**config.mk**
```make
export PLATFORM = sky130hd
export DESIGN_NAME = stsa_ram
export DESIGN_NICKNAME = d
export VERILOG_FILES = /design/src/sv/stsa_ram.sv
export SDC_FILE = /design/constraint.sdc
export NUM_CORES = 1
export LEC_CHECK = 0
export ABC_AREA = 1
export BUFFER_PORTS_ARGS = -buffer_cell sky130_fd_sc_hd__buf_2
export CAP_MARGIN = 20
export CORE_MARGIN = 8
export CORE_UTILIZATION = 33
export CTS_BUF_LIST = sky130_fd_sc_hd__clkbuf_8
export CTS_CLUSTER_SIZE = 30
export DETAILED_ROUTE_END_ITERATION = 7
export GPL_ROUTABILITY_DRIVEN = 0
export MAX_ROUTING_LAYER = met4
export PLACE_DENSITY_LB_ADDON = 0.3
export SETUP_SLACK_MARGIN = 0.05
export SLEW_MARGIN = 20
export SYNTH_ARGS = -nofsm -noshare
export SYNTH_HDL_FRONTEND = slang
export SYNTH_SLANG_ARGS = --single-unit
```
**constraint.sdc**
```tcl
create_clock -name clock -period 1 [get_ports clock]
set_input_delay 0.1 -clock clock [delete_from_list [all_inputs] [get_ports clock]]
set_output_delay 0.1 -clock clock [all_outputs]
set_load 0.005 [all_outputs]
```
**src/sv/stsa_ram.sv**
```systemverilog
// Generic single-write, single-read synchronous RAM with registered read data.
// A read at the address being written returns the old contents. No dependencies.
`default_nettype none

module stsa_ram #(
   parameter int WIDTH  = 8,
   parameter int DEPTH  = 16,
   parameter int ADDR_W = (DEPTH > 1) ? $clog2(DEPTH) : 1
) (
   input  logic              clock,
   input  logic              wr_en,
   input  logic [ADDR_W-1:0] wr_addr,
   input  logic [WIDTH-1:0]  wr_data,
   input  logic              rd_en,
   input  logic [ADDR_W-1:0] rd_addr,
   output logic [WIDTH-1:0]  rd_data
);

   logic [WIDTH-1:0] mem [DEPTH];
   logic [WIDTH-1:0] rd_data_ff;

   always_ff @(posedge clock) begin
      if (wr_en) begin
         mem[wr_addr] <= wr_data;
      end
      if (rd_en) begin
         rd_data_ff <= mem[rd_addr];
      end
   end

   assign rd_data = rd_data_ff;

endmodule

`default_nettype wire

```
# Yosys cells after proc, flatten, opt, wreduce, memory -nomap -nowiden

Memories as Yosys holds them, arrays and structs flattened. A register that Yosys moved wholly into a read port is not among the register bits.
Cells that the tools add are included.

Flip-flop bits (word level): 0
Bits in writable memories: 128
Output and inout bits: 8
Memories kept: 1

Memory list:

| memory | words | bits a word | rd ports | clocked after Yosys merged registers in | wr ports | line | RTL |
|---|---|---|---|---|---|---|---|
| mem    | 16    | 8           | 1        | 1                                       | 1        | 19   | `logic [WIDTH-1:0] mem [DEPTH];` |

Mux-type cells: 2

Operators with widths:

| operator          | number |
|---|---|
| 1-bit two-way mux | 2 |

# Logic depth before layout (Yosys ltp)

Gate-level depths: netlist of the first run.

Depth after elaboration: 2
Gate-level depth with buffers: 8

# Worst setup path after synthesis of the first run

Ideal clock, no wire load.

Path type: input-to-reg
Start point: input wr_addr[3]
End point: memory mem[4][0], enable pin
Library setup time: 370 ps
Data arrival time: 681 ps
Data required time: 630 ps
Path slack: -51 ps
Stages on the path: 2
Path buffers: 0
Cell sequence: nand3b_1 > nor2_1

RTL lines:

| item        | line | RTL |
|---|---|---|
| from (decl) | 12   | `input logic [ADDR_W-1:0] wr_addr,` |
| to (decl)   | 19   |  |

No word-level cell before the write port.

# Final worst setup path of the first run

Start point: register rd_data_ff[3], in the netlist rd_data[3], read port of mem
End point: output rd_data[3]

RTL lines:

| item        | line | RTL |
|---|---|---|
| from (decl) | 20   | `logic [WIDTH-1:0] rd_data_ff;` |
| to (decl)   | 16   | `output logic [WIDTH-1:0] rd_data` |

No word-level cell between the ends.

==> summary.txt, run 1 <==
STA
  – Clk_skew: 8.75 ps
  – Final setup viols: 16
  – Worst-margin pin slew: 783 ps
  – Slew Viols, Final: 0
  – Post-route clock period utilization: 111%
  – Fmax: 903 MHz
  – Minimum clock period: 1110 ps
  – Worst slew margin: 47.7%
  – RSZ-0062 raised after global routing: yes
  – Final WS setup: -108 ps
  – Hold Fails Final Rpt: 0

Worst setup path
  – CP startpoint kind: flop
  – Crit Path Category: reg2out
  – CP startpoint: rd_data[3]$_DFFE_PP_
  – Crit end category: primary output
  – Slowest cell on the critical path: edfxtp_1
  – Crit-path max FO: 1
  – Critical path's top delay family: flip-flops
  – Critical Path AT: 1010 ps
  – R2r startpoint: mem[3][2]$_DFFE_PP_
  – Worst endpoint required time: 900 ps
  – Critical Path, Cell by Cell: buf_2
  – Buf+Inv Stages, Crit Path: 1
  – Slowest stage delay, CP: 420 ps

Flow run
  – Number of max-cap violations: 0

Yosys
  – Main area contributors after synthesis: edfxtp_1 70%, nand2_1 11%, nand3_1 8.3%, inv_1 6.4%, buf_6 1.2%
  – Synth area leader: edfxtp_1
  – Syn. warnings: 0
  – Yosys reg bits: 136
  – Average size of a mapped cell: 10.6 um2
  – Register area share after synthesis: 69.8%
  – Net Count, Synth: 570
  – Post-Synthesis Cells: 551
  – Count of cell types in the netlist: 11
  – Synth Cell Area: 5850 um2
  – Yosys top cell area share: 69.8%

Floorplanning
  – Chip width: 149 um
  – Initial Util: 33.8%
  – Die area: 22200 um2
  – Top Ports: 27
  – Row count: 48
  – DIE HEIGHT: 149 um
  – CORE AREA: 17300 um2

Power
  – Power per cell area: 1690 nW/um2
  – Peak VDD IR: 0.879 mV
  – LEAKAGE: 0.00301 uW

CTS
  – Worst-Skew Late Latency: 440 ps
  – Root buffer cell: clkbuf_8
  – H-tree Lvls: 4
  – CTS Buffer Depth: 2
  – CTS clk-pin slew, worst paths: 70 ps
  – Num CTS Buffers: 17
  – Post-CTS setup buffer count: 0
  – CTS tree: built
  – Clk sinks: 136

Min path
  – Hold path startpoint: rd_en
  – Worst min path class: in2reg

Outcome
  – Failing checks: negative setup slack
  – Outcome: finished, violations left

Routing
  – Detailed Route WL: 14.2 mm
  – ANT nets after route: 0
  – Routed length per instance: 17.0 um
  – Initial DRC Count: 350
  – Drt first pass iters: 5
  – Vias: 3962
  – Residual DRC count: 0
  – Drt via density: 4.74

Global route
  – Grt total ovfl: 0
  – Vias in the first global route: 3968
  – First-pass GRT wire length: 22.5 mm
  – Initial antenna violation count: 0
  – Largest net degree at the start of global routing: 42
  – Total global-route track usage: 13.8%

Cells and area
  – Final net count: 618
  – Area Overhead vs Synth: 21.3%
  – Layout cell share with drive strength beyond 1: 25.0%
  – Finished Layout Cells: 836
  – Util after Layout: 41.0%
  – Fillers: 1676
  – Diode count: 0

Placement
  – Post-place setup slack: -382 ps
  – Port Buffers: 26
  – Placed wire-length estimate: 9.00 mm
  – Number of instances in the placed design: 805
-- stage by stage --
step	setup TNS (ps)	instance area (um2)	power, uW	hold slack, ps
2_1_floorplan	-4040	5860	7030	199
3_3_place_gp	-13090	6380	7410	482
3_5_place_dp	-14470	6380	7420	474
4_1_cts	-1440	6950	12000	6.71
5_1_grt	-2120	7090	12400	11.8
6_report	-1190	7090	12000	29.9
-- sequential cells by signal, summed over array words and instances, names as in the netlist --
register  count
rd_data       8
mem         128
-- cells in the mapped netlist --
library cell and count:
nand2_1 173, edfxtp_1 136, inv_1 100, nand3_1 97, nor2_1 17, buf_2 13, buf_6 6, buf_4 4
inv_2 2, nand3b_1 2, buf_1 1
-- placed cells by master, fill, tap and decap left out --
cell type	n
nand3_2	57
buf_12	6
bufinv_16	4
nand3_1	40
nand2_1	164
clkinv_1	6
inv_1	99
inv_2	4
edfxtp_1	136
nor2_2	6
buf_4	21
nand3b_1	2
buf_2	26
clkbuf_8	17
clkinvlp_4	1
nor2_1	11
nand2_2	9
clkinv_2	2
-- cell families after synthesis --
| group | count (synthesis) | share of synthesized area [%] |
|---|---|---|
| flops | 136 | 69.8 |
| buf+inv | 126 | 9.39 |
| simple gates | 289 | 20.8 |
-- report_power, final --
group          switching (uW)  leakage [uW]  internal [uW]
clock                    1970      0.000201           2630
combinational             637       0.00157            297
sequential               39.3       0.00124           6420
total                    2640       0.00301           9340
-- metal layers --
layer	up-vias	GRT usage (%)	wire, um
li1	1874	-	-
met1	1943	17.5	6410
met2	125	21.2	6660
met3	20	3.22	828
met4	0	5.20	301
met5	-	-	0
-- path summary, 6_finish.rpt --
check	slack, ps	to	depth (start not counted)
max reg2reg	-80	rd_data[2]$_DFFE_PP_	6
min	30	rd_data[2]$_DFFE_PP_	1
min reg2reg	770	rd_data[1]$_DFFE_PP_	6
max	-110	rd_data[3]	1
-- area by class of cell --
| cell class | count | area (um2) | area share, % |
|---|---|---|---|
| Timing Repair Buffer | 53 | 408 | 5.75 |
| Clock inverter | 14 | 164 | 2.31 |
| Sequential cell | 136 | 4080 | 57.6 |
| Multi-Input combinational cell | 289 | 1540 | 21.7 |
| Inverter | 102 | 383 | 5.40 |
| Tap cell | 225 | 282 | 3.97 |
| Clock buffer | 17 | 234 | 3.30 |
-- repair_timing --
action	CTS	global route
hold buffers	0	0
setup endpoints to repair	16	16
resized for setup	34	33
pin swaps	33	40
Power figures use the tool's default switching activity.
==> inputs of run 2 (changes only) <==
--- a/config.mk
+++ b/config.mk
@@ -6,6 +6,7 @@
 export NUM_CORES = 1
 export LEC_CHECK = 0
 export ABC_AREA = 1
+export ABC_CLOCK_PERIOD_IN_PS = 1100
 export BUFFER_PORTS_ARGS = -buffer_cell sky130_fd_sc_hd__buf_2
 export CAP_MARGIN = 20
 export CORE_MARGIN = 8
==> constraint.sdc (replaced) <==
create_clock -name clock -period 1.1 [get_ports clock]
set_input_delay 0.11 -clock clock [delete_from_list [all_inputs] [get_ports clock]]
set_output_delay 0.11 -clock clock [all_outputs]
set_load 0.005 [all_outputs]
==> summary.txt, run 2 (synthesis results as in run 1) <==
Power
  – Combinational power share: 8.3% (was 7.8%)
  – LEAKAGE: 0.00302 uW (was 0.00301 uW)
  – Final Power: 10100 uW (was 12000 uW)
  – Peak VDD IR: 0.779 mV (was 0.879 mV)
  – Internal cell power: 7790 uW (was 9340 uW)
  – Switching Fraction: 22.8% (was 22.1%)
  – Sequential Power Share: 58.1% (was 53.9%)
  – Sw Pwr: 2300 uW (was 2640 uW)
  – Power per cell area: 1440 nW/um2 (was 1690 nW/um2)
  – Clock power frac: 33.5% (was 38.3%)

STA
  – Post-route clock period utilization: 103%
  – RSZ-0062 raised after global routing: yes (unchanged)
  – Fmax: 882 MHz
  – Final setup viols: 3 (was 16)
  – Clk_skew: 8.94 ps (was 8.75 ps)
  – Slew Viols, Final: 0 (unchanged)
  – Worst slew margin: 69.7% (was 47.7%)
  – Hold Fails Final Rpt: 0 (unchanged)
  – Final WS setup: -33.6 ps (was -108 ps)
  – Hold Slack: 72.9 ps (was 29.9 ps)
  – Worst-margin pin slew: 454 ps (was 783 ps)
  – Minimum clock period: 1130 ps

Floorplanning
  – DIE HEIGHT: 149 um (unchanged)
  – Top Ports: 27 (unchanged)
  – Initial Util: 33.8% (unchanged)
  – Die area: 22200 um2 (unchanged)
  – CORE AREA: 17300 um2 (unchanged)
  – Row count: 48 (unchanged)
  – Chip width: 149 um (unchanged)

Min path
  – Hold path startpoint: wr_data[6] (was rd_en)
  – Worst Hold Path EP: mem[12][6]$_DFFE_PP_ (was rd_data[2]$_DFFE_PP_)
  – Hold Path Stages: 1 (unchanged)
  – Worst min path class: in2reg (unchanged)

Global route
  – Initial antenna violation count: 0 (unchanged)
  – Grt total ovfl: 0 (unchanged)
  – First-pass GRT wire length: 21.1 mm (was 22.5 mm)
  – Vias in the first global route: 3868 (was 3968)
  – Total global-route track usage: 13.3% (was 13.8%)
  – Largest net degree at the start of global routing: 55 (was 42)

Flow run
  – Number of max-cap violations: 0 (unchanged)

Placement
  – Placed wire-length estimate: 8.76 mm (was 9.00 mm)
  – Post-place setup slack: -286 ps (was -382 ps)
  – Port Buffers: 26 (unchanged)
  – Number of instances in the placed design: 811 (was 805)

Routing
  – DR WL met2: 6.49 mm (was 6.66 mm)
  – Residual DRC count: 0 (unchanged)
  – Detailed Route WL: 13.5 mm (was 14.2 mm)
  – Met3 WL post-DR: 628 um (was 828 um)
  – Routed length per instance: 16.0 um (was 17.0 um)
  – Drt first pass iters: 4 (was 5)
  – Initial DRC Count: 276 (was 350)
  – Vias: 3868 (was 3962)
  – ANT nets after route: 0 (unchanged)
  – DR top layer: met4 (unchanged)
  – Drt via density: 4.59 (was 4.74)
  – WL met1: 6.11 mm (was 6.41 mm)

CTS
  – Clk sinks: 136 (unchanged)
  – CTS clk-pin slew, worst paths: 70 ps (about the same)
  – Worst-Skew Late Latency: 450 ps (was 440 ps)
  – Root buffer cell: clkbuf_8 (unchanged)
  – Post-CTS setup buffer count: 0 (unchanged)
  – Num CTS Buffers: 17 (unchanged)
  – CTS tree: built (unchanged)
  – H-tree Lvls: 4 (unchanged)
  – CTS Buffer Depth: 2 (unchanged)

Worst setup path
  – Critical path's top delay family: flip-flops (unchanged)
  – Critical Path AT: 1020 ps (was 1010 ps)
  – Crit-path max FO: 1 (unchanged)
  – Critical Path, Cell by Cell: buf_2 (unchanged)
  – Worst endpoint required time: 990 ps (was 900 ps)
  – Reg-to-reg slack, setup: 10 ps (was -80 ps)
  – Slowest cell on the critical path: edfxtp_1 (unchanged)
  – Buf+Inv Stages, Crit Path: 1 (unchanged)
  – CP startpoint kind: flop (unchanged)
  – Worst-case reg-to-reg path depth: 6 (unchanged)
  – R2r startpoint: mem[5][4]$_DFFE_PP_ (was mem[3][2]$_DFFE_PP_)
  – Slowest stage delay, CP: 420 ps (about the same)
  – FF-to-FF End: rd_data[4]$_DFFE_PP_ (was rd_data[2]$_DFFE_PP_)
  – Crit Path Category: reg2out (unchanged)
  – Crit end category: primary output (unchanged)

Cells and area
  – Util after Layout: 40.4% (was 41.0%)
  – Max reg flops: 128 (unchanged)
  – Final net count: 625 (was 618)
  – Finished Layout Cells: 843 (was 836)
  – Area Overhead vs Synth: 19.6% (was 21.3%)
  – Commonest non-fill, non-tap cell in the layout: nand2_1 (unchanged)
  – Diode count: 0 (unchanged)
  – Layout cell share with drive strength beyond 1: 21.0% (was 25.0%)
  – Largest register by flop count: mem (unchanged)
  – Most frequent cells in the layout: 169 x nand2_1, 136 x edfxtp_1, 107 x inv_1, 53 x nand3_1, 43 x nand3_2 (was 164 x nand2_1, 136 x edfxtp_1, 99 x inv_1, 57 x nand3_2, 40 x nand3_1)

Outcome
  – Failing checks: negative setup slack (unchanged)
  – Outcome: finished, violations left (unchanged)
==> run 2: through the flow <==
stage	instance area (um2)	TNS [ps]
6_report	6990	-75.9
5_1_grt	6990	-530
4_1_cts	6900	-204
3_5_place_dp	6430	-3870
3_3_place_gp	6430	-4020
2_1_floorplan	5850	0
==> run 2: worst max path at each step <==
stage	startpoint	end	slack (ps)	cells after the start
floorplan	wr_addr[3]	mem[4][0]$_DFFE_PP_	40	2
global placement	rd_addr[0]	rd_data[0]$_DFFE_PP_	-250	8
detailed placement	rd_addr[0]	rd_data[0]$_DFFE_PP_	-290	8
CTS	rd_data[7]$_DFFE_PP_	rd_data[7]	-70	1
global route	rd_data[7]$_DFFE_PP_	rd_data[7]	-90	1
finish	rd_data[7]$_DFFE_PP_	rd_data[7]	-30	1
==> run 2: per-layer routing <==
| metal | up-vias | global-route usage (%) |
|---|---|---|
| met4 | 0 | 6.97 |
| met1 | 1875 | 15.8 |
| li1 | 1886 | - |
| met3 | 27 | 3.70 |
| met5 | - | - |
| met2 | 80 | 20.2 |
==> run 2: area by class of cell <==
cell class / count / area (um2)
fill: 1719 / 10300
clock inverter: 14 / 81.3
tap: 225 / 282
clock buffer: 17 / 234
timing repair buffer: 60 / 475
sequential: 136 / 4080
multi-input combinational: 289 / 1450
inverter: 102 / 383
==> run 2: timing repair <==
item                                    CTS  global route
endpoints found under the setup margin   16            16
gates resized for setup                  30            20
pin swaps                                16            28
hold buffers                              1             0
hold endpoints to repair                  8             0
==> run 2: power groups by stage <==
stage	combinational [uW]	sequential [uW]	clock (uW)
floorplan	409	5970	0
global placement	760	5980	0
detailed placement	770	5980	0
CTS	823	5870	3460
global route	931	5870	3650
finish	842	5870	3380
